## src/rtl/fss_pkg.sv

```systemverilog
// shared types, codes and constants of the flash save sequencer
package fss_pkg;

    localparam int unsigned ADDR_W           = 24;
    localparam int unsigned NOW_W            = 32;
    localparam int unsigned TIMEOUT_W        = 16;
    localparam int unsigned FIELD_W          = 9;
    localparam int unsigned CFG_IDX_W        = 2;
    localparam int unsigned CFG_DATA_W       = 24;
    localparam int unsigned DEF_RECORD_BYTES = 512;
    localparam int unsigned DEF_PAGE_BYTES   = 256;

    localparam logic [TIMEOUT_W-1:0] ERASE_TIMEOUT_RST   = 16'd500;
    localparam logic [TIMEOUT_W-1:0] PROGRAM_TIMEOUT_RST = 16'd20;

    typedef enum logic {
        FUNC_REQUEST = 1'b0,
        FUNC_TICK    = 1'b1
    } t_func;

    typedef enum logic [1:0] {
        ACT_NONE    = 2'd0,
        ACT_ERASE   = 2'd1,
        ACT_PROGRAM = 2'd2
    } t_action;

    typedef enum logic [1:0] {
        STORE_NONE   = 2'd0,
        STORE_ACTIVE = 2'd1,
        STORE_QUEUED = 2'd2
    } t_store;

    typedef enum logic [CFG_IDX_W-1:0] {
        CFG_BASE_ADDR       = 2'd0,
        CFG_FLASH_PRESENT   = 2'd1,
        CFG_ERASE_TIMEOUT   = 2'd2,
        CFG_PROGRAM_TIMEOUT = 2'd3
    } t_cfg_idx;

    typedef struct packed {
        t_func             func;
        logic              sr_read_ok;
        logic              flash_busy;
        logic              issue_ok;
        logic [NOW_W-1:0]  now_ms;
    } t_item;

    typedef struct packed {
        logic [ADDR_W-1:0]    base_addr;
        logic                 flash_present;
        logic [TIMEOUT_W-1:0] erase_timeout_ms;
        logic [TIMEOUT_W-1:0] program_timeout_ms;
    } t_cfg;

    typedef struct packed {
        t_action             action;
        logic [ADDR_W-1:0]   flash_addr;
        logic [FIELD_W-1:0]  record_offset;
        logic [FIELD_W-1:0]  chunk_len;
        logic                promote_queued;
        logic                save_done;
        logic                aborted;
        logic                request_status;
        t_store              stored_to;
        logic                saving;
    } t_result;

endpackage

```

## src/rtl/fss_cfg_regs.sv

```systemverilog
// configuration registers and page offset of the sector base address
module fss_cfg_regs import fss_pkg::*; #(
    parameter int unsigned PAGE_BYTES = DEF_PAGE_BYTES
) (
    input  logic                          i_clk,
    input  logic                          i_rst_n,
    input  logic                          i_cfg_we,
    input  logic [CFG_IDX_W-1:0]          i_cfg_idx,
    input  logic [CFG_DATA_W-1:0]         i_cfg_data,
    output t_cfg                          o_cfg,
    output logic [$clog2(PAGE_BYTES)-1:0] o_base_off
);

    localparam int unsigned OFF_W       = $clog2(PAGE_BYTES);
    localparam int unsigned RECIP_SHIFT = ADDR_W + OFF_W + 1;
    localparam int unsigned RECIP_W     = ADDR_W + 3;
    localparam int unsigned PROD_W      = ADDR_W + RECIP_W;
    localparam logic [RECIP_W-1:0] RECIP = RECIP_W'(
        ((64'd1 << RECIP_SHIFT) + 64'(PAGE_BYTES) - 64'd1) / 64'(PAGE_BYTES));

    t_cfg               r_cfg;
    logic [PROD_W-1:0]  r_base_prod;
    logic [OFF_W-1:0]   r_base_off;
    logic [ADDR_W-1:0]  quot;
    logic [ADDR_W-1:0]  quot_page;
    logic [ADDR_W-1:0]  rem;
    logic [OFF_W-1:0]   n_base_off;

    always_ff @(posedge i_clk) begin
        if (!i_rst_n) begin
            r_cfg.base_addr          <= '0;
            r_cfg.flash_present      <= 1'b0;
            r_cfg.erase_timeout_ms   <= ERASE_TIMEOUT_RST;
            r_cfg.program_timeout_ms <= PROGRAM_TIMEOUT_RST;
            r_base_prod              <= '0;
            r_base_off               <= '0;
        end else begin
            r_base_off <= n_base_off;
            if (i_cfg_we) begin
                case (t_cfg_idx'(i_cfg_idx))
                    CFG_BASE_ADDR: begin
                        r_cfg.base_addr <= i_cfg_data[ADDR_W-1:0];
                        r_base_prod     <= PROD_W'(i_cfg_data[ADDR_W-1:0])
                                           * PROD_W'(RECIP);
                    end
                    CFG_FLASH_PRESENT: begin
                        r_cfg.flash_present <= i_cfg_data[0];
                    end
                    CFG_ERASE_TIMEOUT: begin
                        r_cfg.erase_timeout_ms <= i_cfg_data[TIMEOUT_W-1:0];
                    end
                    CFG_PROGRAM_TIMEOUT: begin
                        r_cfg.program_timeout_ms <= i_cfg_data[TIMEOUT_W-1:0];
                    end
                    default: begin
                    end
                endcase
            end
        end
    end

    // base modulo page size by reciprocal multiply, one correction step
    always_comb begin
        quot      = ADDR_W'(r_base_prod >> RECIP_SHIFT);
        quot_page = ADDR_W'(quot * ADDR_W'(PAGE_BYTES));
        rem       = r_cfg.base_addr - quot_page;
        if (rem >= ADDR_W'(PAGE_BYTES)) begin
            rem = rem - ADDR_W'(PAGE_BYTES);
        end
        n_base_off = OFF_W'(rem);
    end

    assign o_cfg      = r_cfg;
    assign o_base_off = r_base_off;

endmodule

```

## src/rtl/fss_core.sv

```systemverilog
// sequencer state and the per-transaction step logic
module fss_core import fss_pkg::*; #(
    parameter int unsigned RECORD_BYTES = DEF_RECORD_BYTES,
    parameter int unsigned PAGE_BYTES   = DEF_PAGE_BYTES
) (
    input  logic                          i_clk,
    input  logic                          i_rst_n,
    input  logic                          i_fire,
    input  t_item                         i_item,
    input  t_cfg                          i_cfg,
    input  logic [$clog2(PAGE_BYTES)-1:0] i_base_off,
    output t_result                       o_result
);

    localparam int unsigned OFF_W   = $clog2(PAGE_BYTES);
    localparam int unsigned BYTES_W = $clog2(RECORD_BYTES + 1);
    localparam int unsigned CHUNK_W = $clog2(PAGE_BYTES + 1);
    localparam int unsigned LEN_W   = (BYTES_W > CHUNK_W) ? BYTES_W : CHUNK_W;
    // page offset after a chunk that runs past the top of the address space
    localparam logic [OFF_W-1:0] WRAP_OFF = OFF_W'(
        (PAGE_BYTES - ((1 << ADDR_W) % PAGE_BYTES)) % PAGE_BYTES);

    typedef enum logic [1:0] {
        PH_IDLE    = 2'd0,
        PH_ERASE   = 2'd1,
        PH_PROGRAM = 2'd2
    } t_phase;

    t_phase               r_phase,       n_phase;
    logic [BYTES_W-1:0]   r_bytes_done,  n_bytes_done;
    logic                 r_pending,     n_pending;
    logic [NOW_W-1:0]     r_step_start,  n_step_start;
    logic [OFF_W-1:0]     r_page_off,    n_page_off;

    t_result              res;
    logic                 start_erase;
    logic                 abort;
    logic [TIMEOUT_W-1:0] limit;
    logic [NOW_W-1:0]     elapsed;
    logic [ADDR_W-1:0]    prog_addr;
    logic [OFF_W-1:0]     cur_off;
    logic [CHUNK_W-1:0]   chunk_page;
    logic [BYTES_W-1:0]   left;
    logic [LEN_W-1:0]     chunk;
    logic [ADDR_W:0]      addr_sum;

    always_comb begin
        n_phase      = r_phase;
        n_bytes_done = r_bytes_done;
        n_pending    = r_pending;
        n_step_start = r_step_start;
        n_page_off   = r_page_off;
        res          = '0;
        start_erase  = 1'b0;
        abort        = 1'b0;

        limit   = (r_phase == PH_ERASE) ? i_cfg.erase_timeout_ms
                                        : i_cfg.program_timeout_ms;
        elapsed = i_item.now_ms - r_step_start;

        prog_addr  = i_cfg.base_addr + ADDR_W'(r_bytes_done);
        cur_off    = (r_bytes_done == '0) ? i_base_off : r_page_off;
        chunk_page = CHUNK_W'(PAGE_BYTES) - CHUNK_W'(cur_off);
        left       = BYTES_W'(RECORD_BYTES) - r_bytes_done;
        chunk      = (LEN_W'(chunk_page) > LEN_W'(left)) ? LEN_W'(left)
                                                         : LEN_W'(chunk_page);
        addr_sum   = {1'b0, prog_addr} + (ADDR_W + 1)'(chunk);

        case (i_item.func)
            FUNC_REQUEST: begin
                if (!i_cfg.flash_present) begin
                    res.request_status = 1'b1;
                end else if (r_phase != PH_IDLE) begin
                    n_pending     = 1'b1;
                    res.stored_to = STORE_QUEUED;
                end else begin
                    res.stored_to      = STORE_ACTIVE;
                    start_erase        = 1'b1;
                    res.request_status = !i_item.issue_ok;
                end
            end
            FUNC_TICK: begin
                if (r_phase != PH_IDLE) begin
                    if (!i_item.sr_read_ok) begin
                        abort = 1'b1;
                    end else if (i_item.flash_busy) begin
                        if (elapsed > NOW_W'(limit)) begin
                            abort = 1'b1;
                        end
                    end else if (r_bytes_done < BYTES_W'(RECORD_BYTES)) begin
                        res.action        = ACT_PROGRAM;
                        res.flash_addr    = prog_addr;
                        res.record_offset = FIELD_W'(r_bytes_done);
                        res.chunk_len     = FIELD_W'(chunk);
                        n_step_start      = i_item.now_ms;
                        if (!i_item.issue_ok) begin
                            abort = 1'b1;
                        end else begin
                            n_bytes_done = r_bytes_done + BYTES_W'(chunk);
                            n_phase      = PH_PROGRAM;
                            n_page_off   = addr_sum[ADDR_W] ? WRAP_OFF : '0;
                        end
                    end else begin
                        res.save_done = 1'b1;
                        n_phase       = PH_IDLE;
                        if (r_pending) begin
                            n_pending          = 1'b0;
                            res.promote_queued = 1'b1;
                            start_erase        = 1'b1;
                        end
                    end
                end
            end
            default: begin
            end
        endcase

        if (start_erase) begin
            n_bytes_done   = '0;
            res.action     = ACT_ERASE;
            res.flash_addr = i_cfg.base_addr;
            n_step_start   = i_item.now_ms;
            if (i_item.issue_ok) begin
                n_phase = PH_ERASE;
            end else begin
                abort = 1'b1;
            end
        end

        if (abort) begin
            n_phase   = PH_IDLE;
            n_pending = 1'b0;
        end

        res.aborted = abort;
        res.saving  = (n_phase != PH_IDLE);
    end

    always_ff @(posedge i_clk) begin
        if (!i_rst_n) begin
            r_phase      <= PH_IDLE;
            r_bytes_done <= '0;
            r_pending    <= 1'b0;
            r_step_start <= '0;
            r_page_off   <= '0;
        end else if (i_fire) begin
            r_phase      <= n_phase;
            r_bytes_done <= n_bytes_done;
            r_pending    <= n_pending;
            r_step_start <= n_step_start;
            r_page_off   <= n_page_off;
        end
    end

    assign o_result = res;

    a_abort_to_idle: assert property (@(posedge i_clk) disable iff (!i_rst_n)
        i_fire && res.aborted |=> r_phase == PH_IDLE && !r_pending)
        else $error("abort did not return to idle with the queue dropped");

    a_program_phase: assert property (@(posedge i_clk) disable iff (!i_rst_n)
        i_fire && res.action == ACT_PROGRAM && !res.aborted |=> r_phase == PH_PROGRAM)
        else $error("accepted page program did not enter the program phase");

    a_bytes_bound: assert property (@(posedge i_clk) disable iff (!i_rst_n)
        r_bytes_done <= BYTES_W'(RECORD_BYTES))
        else $error("programmed byte count beyond the record size");

    a_done_full: assert property (@(posedge i_clk) disable iff (!i_rst_n)
        i_fire && res.save_done |-> r_bytes_done == BYTES_W'(RECORD_BYTES))
        else $error("save reported done before the whole record was written");

    a_saving_flag: assert property (@(posedge i_clk) disable iff (!i_rst_n)
        i_fire |=> (r_phase != PH_IDLE) == $past(res.saving))
        else $error("saving flag disagrees with the phase that follows");

endmodule

```

## src/rtl/flash_save_sequencer_unit.sv

```systemverilog
// Flash save sequencer: takes save requests and poll ticks and returns one
// command descriptor per transaction (sector erase or page-bounded program
// chunk, plus done, abort and request status). One transaction is accepted
// every clock cycle when the result side keeps up; each transaction waits in
// the input register while the step logic works on it, and its result is
// then loaded into the output register. The step logic (base address add,
// page offset select, chunk limit and the 32-bit timeout compare) sets the
// cycle time. After a base_addr write, its page offset is registered from a
// registered reciprocal product of base_addr. PAGE_BYTES need not be a
// power of two.
module flash_save_sequencer_unit import fss_pkg::*; #(
    parameter int unsigned RECORD_BYTES = DEF_RECORD_BYTES,
    parameter int unsigned PAGE_BYTES   = DEF_PAGE_BYTES
) (
    input  logic                  i_clk,
    input  logic                  i_rst_n,
    input  logic                  i_cfg_we,
    input  logic [CFG_IDX_W-1:0]  i_cfg_idx,
    input  logic [CFG_DATA_W-1:0] i_cfg_data,
    input  logic                  i_in_valid,
    output logic                  o_in_ready,
    input  logic                  i_func,
    input  logic                  i_sr_read_ok,
    input  logic                  i_flash_busy,
    input  logic                  i_issue_ok,
    input  logic [NOW_W-1:0]      i_now_ms,
    output logic                  o_out_valid,
    input  logic                  i_out_ready,
    output logic [1:0]            o_action,
    output logic [ADDR_W-1:0]     o_flash_addr,
    output logic [FIELD_W-1:0]    o_record_offset,
    output logic [FIELD_W-1:0]    o_chunk_len,
    output logic                  o_promote_queued,
    output logic                  o_save_done,
    output logic                  o_aborted,
    output logic                  o_request_status,
    output logic [1:0]            o_stored_to,
    output logic                  o_saving
);

    localparam int unsigned OFF_W = $clog2(PAGE_BYTES);

    logic             r_in_valid;
    t_item            r_item;
    logic             r_out_valid;
    t_result          r_result;
    logic             advance;
    t_cfg             cfg;
    logic [OFF_W-1:0] base_off;
    t_result          step_res;

    fss_cfg_regs #(
        .PAGE_BYTES (PAGE_BYTES)
    ) u_cfg (
        .i_clk      (i_clk),
        .i_rst_n    (i_rst_n),
        .i_cfg_we   (i_cfg_we),
        .i_cfg_idx  (i_cfg_idx),
        .i_cfg_data (i_cfg_data),
        .o_cfg      (cfg),
        .o_base_off (base_off)
    );

    fss_core #(
        .RECORD_BYTES (RECORD_BYTES),
        .PAGE_BYTES   (PAGE_BYTES)
    ) u_core (
        .i_clk      (i_clk),
        .i_rst_n    (i_rst_n),
        .i_fire     (advance),
        .i_item     (r_item),
        .i_cfg      (cfg),
        .i_base_off (base_off),
        .o_result   (step_res)
    );

    assign advance    = r_in_valid && (!r_out_valid || i_out_ready);
    assign o_in_ready = !r_in_valid || advance;

    always_ff @(posedge i_clk) begin
        if (!i_rst_n) begin
            r_in_valid  <= 1'b0;
            r_out_valid <= 1'b0;
        end else begin
            if (o_in_ready) begin
                r_in_valid <= i_in_valid;
            end
            if (advance) begin
                r_out_valid <= 1'b1;
            end else if (i_out_ready) begin
                r_out_valid <= 1'b0;
            end
        end
    end

    // transaction payload
    always_ff @(posedge i_clk) begin
        if (i_in_valid && o_in_ready) begin
            r_item.func       <= t_func'(i_func);
            r_item.sr_read_ok <= i_sr_read_ok;
            r_item.flash_busy <= i_flash_busy;
            r_item.issue_ok   <= i_issue_ok;
            r_item.now_ms     <= i_now_ms;
        end
        if (advance) begin
            r_result <= step_res;
        end
    end

    assign o_out_valid      = r_out_valid;
    assign o_action         = r_result.action;
    assign o_flash_addr     = r_result.flash_addr;
    assign o_record_offset  = r_result.record_offset;
    assign o_chunk_len      = r_result.chunk_len;
    assign o_promote_queued = r_result.promote_queued;
    assign o_save_done      = r_result.save_done;
    assign o_aborted        = r_result.aborted;
    assign o_request_status = r_result.request_status;
    assign o_stored_to      = r_result.stored_to;
    assign o_saving         = r_result.saving;

endmodule

```

## config.mk

```make
export PLATFORM = sky130hd
export DESIGN_NAME = flash_save_sequencer_unit
export DESIGN_NICKNAME = d
export VERILOG_FILES = /design/src/rtl/fss_pkg.sv /design/src/rtl/fss_cfg_regs.sv /design/src/rtl/fss_core.sv /design/src/rtl/flash_save_sequencer_unit.sv
export SDC_FILE = /design/constraint.sdc
export NUM_CORES = 1
export LEC_CHECK = 0
export BUFFER_PORTS_ARGS = -buffer_cell sky130_fd_sc_hd__buf_2
export CAP_MARGIN = 5
export CORE_MARGIN = 1
export CORE_UTILIZATION = 53
export CTS_BUF_LIST = sky130_fd_sc_hd__clkbuf_4
export CTS_CLUSTER_SIZE = 30
export DETAILED_ROUTE_END_ITERATION = 8
export PLACE_DENSITY = 0.73
export SLEW_MARGIN = 20
export SYNTH_ARGS = -nofsm -noshare
export SYNTH_HDL_FRONTEND = slang
export SYNTH_HIERARCHICAL = 1
export SYNTH_SLANG_ARGS = --single-unit
```

## constraint.sdc

```tcl
create_clock -name i_clk -period 6.9 [get_ports i_clk]
set_clock_uncertainty 0.15 [all_clocks]
set_input_delay 0.69 -clock i_clk [delete_from_list [all_inputs] [get_ports i_clk]]
set_output_delay 0.69 -clock i_clk [all_outputs]
set_load 0.05 [all_outputs]
```

==> flow_metrics.env, run 1 <==
export IMPL_syn_cell_area_um2=11570
export IMPL_outcome="complete, no violations"
export IMPL_r2r_cells=29
export IMPL_hold_viol=0
export IMPL_fin_nets=1460
export IMPL_wire_per_inst_um=16.18
export IMPL_holdCritStartpoint="i_now_ms[15]"
export IMPL_p_int_w=0.001599
export IMPL_reg2reg_from="u_core/r_bytes_done[1]"
export IMPL_grt_busiest_layer="met2"
export IMPL_dr_first_iter_drc_count=569
export IMPL_hold_slack_ns=0.09824
export IMPL_fin_crit_ns=6.136
export IMPL_crit_family="compound AO/OA/AOI/OAI gates"
export IMPL_maxSlewViolCount=0
export IMPL_dp_cells=1568
export IMPL_rsz0062_at_grt="no"
export IMPL_seq_area_um2=4855
export IMPL_io_buffers=119
export IMPL_crit_fanout=8
export IMPL_die_y_um=149.8
export IMPL_wirelength_mm=25.94
export IMPL_gr_total_overflow=0
export IMPL_timing_rr_end="u_core/r_bytes_done[8]"
export IMPL_hpwl_mm=19.52
export IMPL_grt_pass1_vias=8488
export IMPL_cts_reportedPaths_clkPinSlew_ns=0.18
export IMPL_io_pins=120
export IMPL_coreArea_um2=21220
export IMPL_path_buf_inv=4
export IMPL_via_count=9003
export IMPL_p_comb_share_pct=15.7
export IMPL_met2_usage_pct=42.18
export IMPL_gr_usage_all_layers_pct=23.66
export IMPL_initial_core_util_pct=54.55
export IMPL_grt_util_met1_pct=28.39
export IMPL_tightest_slew_ns=0.9405
export IMPL_slowest_stage="dfxtp_1"
export IMPL_synth_top_area_cell="edfxtp_1"
export IMPL_syn_num_nets=1367
export IMPL_post_cts_setup_buffer_count=0
export IMPL_die_area_um2=22430
export IMPL_min_path_type="primary input to flip-flop"
export IMPL_tns_ns=0
export IMPL_synthTopCellsByArea="edfxtp_1, dfxtp_1, ha_1, nand2_1, mux2i_1"
export IMPL_syn_instance_count=1220
export IMPL_postCtsResizedCells=0
export IMPL_cts_root_buf="clkbuf_4"
export IMPL_endpoint_kind="flip-flop"
export IMPL_drive_gt1_share_pct=14.40
export IMPL_clk_latency_ns=0.60
export IMPL_gp_congestion=0.8799
export IMPL_vias_per_cell=5.616
export IMPL_die_w_um=149.8
export IMPL_seq_power_share_pct=56.7
export IMPL_syn_to_final_growth_pct=9.199
export IMPL_power_frac_clock_pct=27.6
export IMPL_fmax_mhz=163.0
export IMPL_numClockSinks=199
export IMPL_grt_pass1_wl_mm=41.41
export IMPL_yosysMostFrequentCell="nand2_1"
export IMPL_h_tree_depth=4
export IMPL_period_share_pct=88.93
export IMPL_fillers=1900
export IMPL_p_per_area_nw_per_um2=180.7
export IMPL_total_power_w=0.002284
export IMPL_postCtsHoldBufs=0
export IMPL_min_to="r_item[15]"
export IMPL_path_class="flip-flop to flip-flop"
export IMPL_setup_viol=0
export IMPL_antenna_found_initial=2
export IMPL_cts_buffer_depth=2
export IMPL_grt_max_degree=85
export IMPL_ys_async_sr_fraction_pct=0
export IMPL_synth_seq_cells=199
export IMPL_whs_path_depth=1
export IMPL_slowest_delay_ns=0.57
export IMPL_cp_depth=29
export IMPL_cpMostUsedCell="a21oi_1"
export IMPL_r2r_slack_ns=0.76
export IMPL_multi_input_area_um2=6157
export IMPL_num_rows=53
export IMPL_crit_required_ns=7.29
export IMPL_cts_tree="done"
export IMPL_instances_no_fill=1603
export IMPL_syn_avg_cell_area_um2=9.488
export IMPL_yosys_most_used_dff="dfxtp_1"
export IMPL_yosysUniqueCellTypes=80
export IMPL_max_slew_margin_pct=36.77
export IMPL_netlist_area_leader_share_pct=22.57
export IMPL_vdd_ir_drop_worst_uv=104.5
export IMPL_drc=0
export IMPL_leakagePower_nw=5.022
export IMPL_drtPass1Iterations=6
export IMPL_yosysWarnings=6
export IMPL_synth_edff_count=87
export IMPL_critical_path_arrival_ns=6.52
export IMPL_ys_seq_area_share_pct=41.94
export IMPL_synth_commonest_cells="nand2_1, dfxtp_1, edfxtp_1, ha_1"
export IMPL_cts_buffers=17
export IMPL_final_core_util_pct=59.56
export IMPL_cp_start_kind="flip-flop"
export IMPL_switching_power_w=0.0006850
export IMPL_use_met3_pct=3.994
export IMPL_maxCapViolations=0
export IMPL_netSwitchingFraction_pct=29.99
export IMPL_ant_nets=0
through the flow:
stage	setup WS, ns	instance area [um2]
after floorplan	1.171	11570
after global routing	0.2549	12640
after CTS	0.7804	12610
after detailed placement	0.8155	12320
final	0.7637	12640
after global placement	0.9200	12320
power by group through the flow:
| stage | registers [W] | clock network (W) | logic, W |
|---|---|---|---|
| 2_1_floorplan | 0.00136 | 0 | 0.000227 |
| 6_report | 0.00129 | 0.000631 | 0.000359 |
| 3_5_place_dp | 0.00132 | 0 | 0.000356 |
| 5_1_grt | 0.00130 | 0.000687 | 0.000397 |
| 3_3_place_gp | 0.00132 | 0 | 0.000352 |
| 4_1_cts | 0.00130 | 0.000645 | 0.000358 |
layer usage:
metal | share of wire [%] | vias up | wire length [um]
met5 | 0 | - | 0
met4 | 2.3 | 0 | 589
met3 | 3.9 | 36 | 1021
met2 | 51 | 192 | 13110
met1 | 43 | 4235 | 11210
li1 | - | 4540 | -
worst max-delay path by stage:
| stage | to | start | slack, ns |
|---|---|---|---|
| 2_1_floorplan | u_core/r_bytes_done[8] | u_core/r_bytes_done[2] | 1.17 |
| 3_3_place_gp | u_core/r_bytes_done[8] | u_core/r_bytes_done[1] | 0.92 |
| 3_5_place_dp | u_core/r_bytes_done[8] | u_core/r_bytes_done[1] | 0.82 |
| 4_1_cts | u_core/r_bytes_done[8] | u_core/r_bytes_done[1] | 0.78 |
| 5_1_grt | u_core/r_bytes_done[8] | u_core/r_bytes_done[1] | 0.25 |
| 6_report | u_core/r_bytes_done[8] | u_core/r_bytes_done[1] | 0.76 |
cell type report:
type	instances	area share, %
diodes	2	0.03960
clock buffers	17	1.010
clock inverters	15	1.277
inverters	75	2.227
multi-input cells	889	48.71
flip-flops and latches	199	38.41
well taps	275	2.722
repair buffers	131	5.603
placed cells by master, fill, tap and decap left out, types with 5 or more instances in the layout:
cell,synthesis,routed
o31a_1,6,6
a21o_1,18,18
edfxtp_1,87,87
a22o_1,5,5
or3_1,9,9
a21oi_1,63,62
xnor2_1,29,29
or4_1,7,7
a211oi_1,5,5
and2_1,20,20
o21bai_1,7,7
o21ai_1,6,6
nor2b_1,20,18
o211ai_1,18,18
o21ai_0,38,38
xor2_1,18,18
o21a_1,20,20
dfxtp_1,112,112
buf_2,10,118
mux2_2,5,5
nor4_1,6,6
nor3_1,16,16
nand4b_1,5,5
nand4_1,16,16
nor2_1,45,45
inv_1,75,76
o31ai_1,8,8
mux2i_1,75,75
ha_1,77,77
a21boi_0,38,38
nand2b_1,9,9
nand3_1,22,22
buf_4,4,12
nand2_1,207,206
nand3b_1,5,5
clkbuf_4,0,17
flip-flops by register name, indices dropped and copies added (netlist names):
name / flops
u_cfg/o_cfg: 57
r_item: 36
u_core/r_step_start: 32
o_flash_addr: 24
u_core/r_bytes_done: 10
o_chunk_len: 9
o_record_offset: 9
u_cfg/o_base_off: 8
o_action: 2
o_stored_to: 2
u_core/r_phase: 2
o_aborted: 1
o_out_valid: 1
o_promote_queued: 1
o_request_status: 1
o_save_done: 1
o_saving: 1
r_in_valid: 1
u_core/r_pending: 1
kinds of logic (layout without fill, tap and decap cells):
logic type	after synthesis	in the layout	share of synthesized area, %
mux	80	80	6.972
simple gates	410	410	17.22
flops	199	199	41.94
compound gates	272	272	16.34
xor+xnor	47	47	3.556
fa+ha+maj	80	80	8.842
buf+inv	132	238	5.124
other cells	0	2	0
Note: power is estimated with default switching activity, not from simulation.
==> inputs of run 2 (changes only) <==
- clock period: 6.9 -> 7.6 ns (I/O delays scaled with it)
==> run 2 against run 1 <==
Critical path depth shrank 3. Sequential share of layout area grew 0.10 points. Combinational power shrank 9.2%. Hold slack gained 0.063 ns. Global-route usage grew 0.34 points. Register-to-register slack is essentially flat.
==> flow_metrics.env, run 2 (synthesis gave the netlist of run 1 again) <==
export IMPL_grt_max_degree=94
export IMPL_min_path_type="primary input to flip-flop"
export IMPL_die_w_um=149.8
export IMPL_drtPass1Iterations=5
export IMPL_crit_family="compound AO/OA/AOI/OAI gates"
export IMPL_cts_tree="done"
export IMPL_seq_power_share_pct=56.9
export IMPL_setup_viol=0
export IMPL_cts_buffer_depth=2
export IMPL_min_to="r_item[10]"
export IMPL_slowest_delay_ns=0.59
export IMPL_seq_area_um2=4855
export IMPL_postCtsHoldBufs=0
export IMPL_p_per_area_nw_per_um2=163.9
export IMPL_antenna_found_initial=2
export IMPL_holdCritStartpoint="i_now_ms[10]"
export IMPL_cpMostUsedCell="a21oi_1"
export IMPL_gp_congestion=0.8610
export IMPL_crit_fanout=9
export IMPL_die_area_um2=22430
export IMPL_fin_crit_ns=6.831
export IMPL_whs_path_depth=1
export IMPL_rsz0062_at_grt="no"
export IMPL_gr_usage_all_layers_pct=24.00
export IMPL_power_frac_clock_pct=27.3
export IMPL_reg2reg_from="u_core/r_bytes_done[2]"
export IMPL_grt_pass1_vias=8472
export IMPL_cts_reportedPaths_clkPinSlew_ns=0.18
export IMPL_hold_viol=0
export IMPL_p_comb_share_pct=15.8
export IMPL_grt_pass1_wl_mm=41.95
export IMPL_largest_register_ffs=57
export IMPL_slowest_stage="nor3_1"
export IMPL_period_share_pct=89.88
export IMPL_num_rows=53
export IMPL_post_cts_setup_buffer_count=0
export IMPL_hold_slack_ns=0.1614
export IMPL_tightest_slew_ns=0.9047
export IMPL_path_buf_inv=1
export IMPL_drive_gt1_share_pct=14.22
export IMPL_gr_total_overflow=0
export IMPL_r2r_slack_ns=0.77
export IMPL_multi_input_area_um2=6155
export IMPL_clk_latency_ns=0.61
export IMPL_outcome="complete, no violations"
export IMPL_numClockSinks=199
export IMPL_wire_per_inst_um=16.29
export IMPL_postCtsResizedCells=0
export IMPL_drc=0
export IMPL_switching_power_w=0.0006342
export IMPL_maxSlewViolCount=0
export IMPL_initial_core_util_pct=54.55
export IMPL_p_int_w=0.001431
export IMPL_h_tree_depth=4
export IMPL_path_class="flip-flop to flip-flop"
export IMPL_cp_start_kind="flip-flop"
export IMPL_tns_ns=0
export IMPL_layout_commonest_cell="nand2_1"
export IMPL_wirelength_mm=26.04
export IMPL_fin_nets=1456
export IMPL_vias_per_cell=5.685
export IMPL_syn_to_final_growth_pct=8.907
export IMPL_cts_root_buf="clkbuf_4"
export IMPL_fillers=1893
export IMPL_timing_rr_end="u_core/r_bytes_done[8]"
export IMPL_die_y_um=149.8
export IMPL_mostFrequentLayoutCells="nand2_1, buf_2, dfxtp_1"
export IMPL_maxCapViolations=0
export IMPL_vdd_ir_drop_worst_uv=87.44
export IMPL_max_slew_margin_pct=39.17
export IMPL_via_count=9091
export IMPL_dp_cells=1564
export IMPL_hpwl_mm=19.44
export IMPL_io_buffers=119
export IMPL_io_pins=120
export IMPL_r2r_cells=26
export IMPL_leakagePower_nw=5.001
export IMPL_ant_nets=0
export IMPL_critical_path_arrival_ns=7.20
export IMPL_coreArea_um2=21220
export IMPL_crit_required_ns=7.97
export IMPL_fmax_mhz=146.4
export IMPL_dr_first_iter_drc_count=525
export IMPL_instances_no_fill=1599
export IMPL_endpoint_kind="flip-flop"
export IMPL_cts_buffers=17
export IMPL_netSwitchingFraction_pct=30.70
-- run 2: layout make-up --
| type | count | area share (%) |
|---|---|---|
| tap | 275 | 2.730 |
| inverter | 75 | 2.233 |
| timing repair buffer | 127 | 5.380 |
| clock inverter | 14 | 1.211 |
| antenna | 2 | 0.03970 |
| clock buffer | 18 | 1.072 |
| multi-input combinational | 889 | 48.82 |
| sequential | 199 | 38.51 |
-- run 2: layer usage --
layer	vias to the layer above	GRT usage, %	part of all wire [%]
met2	220	42.78	51
met4	0	8.081	2.2
met1	4311	29.12	43
met5	-	0	0
met3	35	4.024	4.1
li1	4525	-	-
-- run 2: power groups by stage --
stage	Clock, W	Combinational (W)	Sequential [W]
final	0.000564	0.000326	0.00118
after global routing	0.000622	0.000359	0.00118
after CTS	0.000580	0.000325	0.00118
after detailed placement	0	0.000322	0.00120
after global placement	0	0.000319	0.00120
after floorplan	0	0.000206	0.00123
-- run 2: how the worst max path moves through the flow --
stage / end / slack, ns / cells after the start / start
final: u_core/r_bytes_done[8] / 0.77 / 26 / u_core/r_bytes_done[2]
after global routing: u_core/r_bytes_done[8] / 0.27 / 27 / u_core/r_bytes_done[2]
after CTS: u_core/r_bytes_done[8] / 0.84 / 26 / u_core/r_bytes_done[2]
after detailed placement: u_core/r_bytes_done[8] / 0.99 / 26 / u_core/r_bytes_done[2]
after global placement: u_core/r_bytes_done[8] / 1.06 / 26 / u_core/r_bytes_done[2]
after floorplan: u_core/r_bytes_done[8] / 1.87 / 26 / u_core/r_bytes_done[2]
-- run 2: metrics by stage --
stage                     cell area (um2)  worst slack [ns]  utilization [%]  power [W]
after global placement              12290             1.061            57.89   0.001516
after floorplan                     11570             1.871                -   0.001440
after CTS                           12570            0.8425            59.25   0.002081
after global routing                12610            0.2657            59.40   0.002162
final                               12610            0.7693            59.40   0.002066
after detailed placement            12290            0.9949            57.89   0.001521
==> inputs of run 3 (changes only) <==
- clock period: 7.6 -> 7.45 ns (I/O delays scaled with it)
==> run 3 against run 2 <==
Core utilization rose by 0.11 points. Sequential share of layout area down 0.073 points. Fmax grew 5.6%. Non-clock buffer count is 1 higher. Setup slack gained 0.21 ns. Cell count unchanged. Critical path type unchanged. Largest cell class unchanged. Highest routed layer unchanged.
==> flow_metrics.env, run 3 (synthesis gave the netlist of run 1 again) <==
export IMPL_min_path_type="primary input to flip-flop"
export IMPL_mostFrequentLayoutCells="nand2_1, buf_2, dfxtp_1"
export IMPL_hold_viol=0
export IMPL_multi_input_area_um2=6155
export IMPL_gr_total_overflow=0
export IMPL_gp_congestion=0.8616
export IMPL_cts_buffer_depth=2
export IMPL_cts_root_buf="clkbuf_4"
export IMPL_vias_per_cell=5.688
export IMPL_io_buffers=119
export IMPL_tns_ns=0
export IMPL_p_per_area_nw_per_um2=168.2
export IMPL_grt_pass1_wl_mm=41.61
export IMPL_post_cts_setup_buffer_count=0
export IMPL_switching_power_w=0.0006378
export IMPL_clk_latency_ns=0.58
export IMPL_path_class="flip-flop to flip-flop"
export IMPL_endpoint_kind="flip-flop"
export IMPL_initial_core_util_pct=54.55
export IMPL_maxCapViolations=0
export IMPL_antenna_found_initial=1
export IMPL_grt_max_degree=95
export IMPL_critical_path_arrival_ns=6.83
export IMPL_crit_required_ns=7.81
export IMPL_slowest_stage="nor3_1"
export IMPL_rsz0062_at_grt="no"
export IMPL_cp_start_kind="flip-flop"
export IMPL_drtPass1Iterations=5
export IMPL_leakagePower_nw=5.008
export IMPL_layout_commonest_cell="nand2_1"
export IMPL_cts_buffers=17
export IMPL_ant_nets=0
export IMPL_fin_nets=1457
export IMPL_tightest_slew_ns=0.8647
export IMPL_cts_tree="done"
export IMPL_fmax_mhz=154.6
export IMPL_total_power_w=0.002124
export IMPL_outcome="complete, no violations"
export IMPL_p_comb_share_pct=15.7
export IMPL_seq_power_share_pct=56.4
export IMPL_gr_usage_all_layers_pct=23.65
export IMPL_numClockSinks=199
export IMPL_holdCritStartpoint="i_now_ms[11]"
export IMPL_hpwl_mm=19.44
export IMPL_maxSlewViolCount=0
export IMPL_postCtsHoldBufs=0
export IMPL_h_tree_depth=4
export IMPL_path_buf_inv=2
export IMPL_die_y_um=149.8
export IMPL_wirelength_mm=26.01
export IMPL_design_area_um2=12630
export IMPL_setup_viol=0
export IMPL_place_area_um2=12290
export IMPL_cpMostUsedCell="a21oi_1"
export IMPL_fillers=1916
export IMPL_io_pins=120
export IMPL_crit_fanout=9
export IMPL_syn_to_final_growth_pct=9.112
export IMPL_crit_family="compound AO/OA/AOI/OAI gates"
export IMPL_die_area_um2=22430
export IMPL_drc=0
export IMPL_p_int_w=0.001486
export IMPL_max_slew_margin_pct=41.86
export IMPL_slowest_delay_ns=0.57
export IMPL_postCtsResizedCells=0
export IMPL_dr_first_iter_drc_count=469
export IMPL_cts_reportedPaths_clkPinSlew_ns=0.18
export IMPL_period_share_pct=86.82
export IMPL_via_count=9095
export IMPL_seq_area_um2=4855
export IMPL_vdd_ir_drop_worst_uv=103.7
export IMPL_wire_per_inst_um=16.26
export IMPL_die_w_um=149.8
export IMPL_netSwitchingFraction_pct=30.03
export IMPL_drive_gt1_share_pct=14.21
export IMPL_crit_start="u_core/r_bytes_done[2]"
export IMPL_power_frac_clock_pct=27.9
export IMPL_coreArea_um2=21220
export IMPL_num_rows=53
export IMPL_fin_crit_ns=6.468
export IMPL_largest_register_ffs=57
export IMPL_reg2reg_from="u_core/r_bytes_done[2]"
export IMPL_grt_pass1_vias=8607
run 3: changes by cell type in the layout (fill, tap and decap cells not counted):
| cell | delta |
|---|---|
| clkinv_8 | +2 |
| diode_2 | -1 |
| clkinv_4 | -3 |
| inv_6 | +2 |
| clkbuf_4 | -1 |
| clkinvlp_4 | +1 |
| inv_8 | -2 |
| bufinv_16 | +1 |
| buf_4 | +1 |
| inv_12 | -1 |
| clkinv_1 | +1 |
run 3: through the flow:
stage	setup slack [ns]	std cells	util, %	hold slack, ns
6_report	0.9821	1599	59.52	0.1629
3_5_place_dp	1.076	1565	57.93	0.2999
3_3_place_gp	1.152	1565	57.93	0.2946
5_1_grt	0.3956	1599	59.52	0.09564
4_1_cts	1.017	1597	59.38	0.1176
2_1_floorplan	1.721	1220	-	0.2844
run 3: path summary, 6_finish.rpt:
path / slack, ns / depth (start not counted) / endpoint
max: 0.98 / 27 / u_core/r_bytes_done[8]
min: 0.16 / 1 / r_item[11]
max reg2reg: 0.98 / 27 / u_core/r_bytes_done[8]
min reg2reg: 0.32 / 2 / u_cfg/o_cfg[16]
run 3: area by class of cell:
| type | instances | share of cell area, % |
|---|---|---|
| well taps | 275 | 2.724 |
| diodes | 1 | 0.01981 |
| repair buffers | 128 | 5.429 |
| multi-input cells | 889 | 48.73 |
| flip-flops and latches | 199 | 38.44 |
| clock inverters | 15 | 1.417 |
| inverters | 75 | 2.229 |
| clock buffers | 17 | 1.010 |
run 3: metal layers:
layer  up-vias  track usage [%]  wire length [um]
met3        34            3.841              1094
met4         0            7.980               544
met1      4326            28.15             11140
li1       4519                -                 -
met2       216            42.92             13230
met5         -                0                 0
run 3: power by group through the flow:
stage	clock network, W	registers (W)	logic, W
floorplan	0	0.00126	0.000210
global placement	0	0.00122	0.000325
detailed placement	0	0.00122	0.000329
CTS	0.000608	0.00120	0.000331
global route	0.000651	0.00120	0.000366
finish	0.000592	0.00120	0.000333
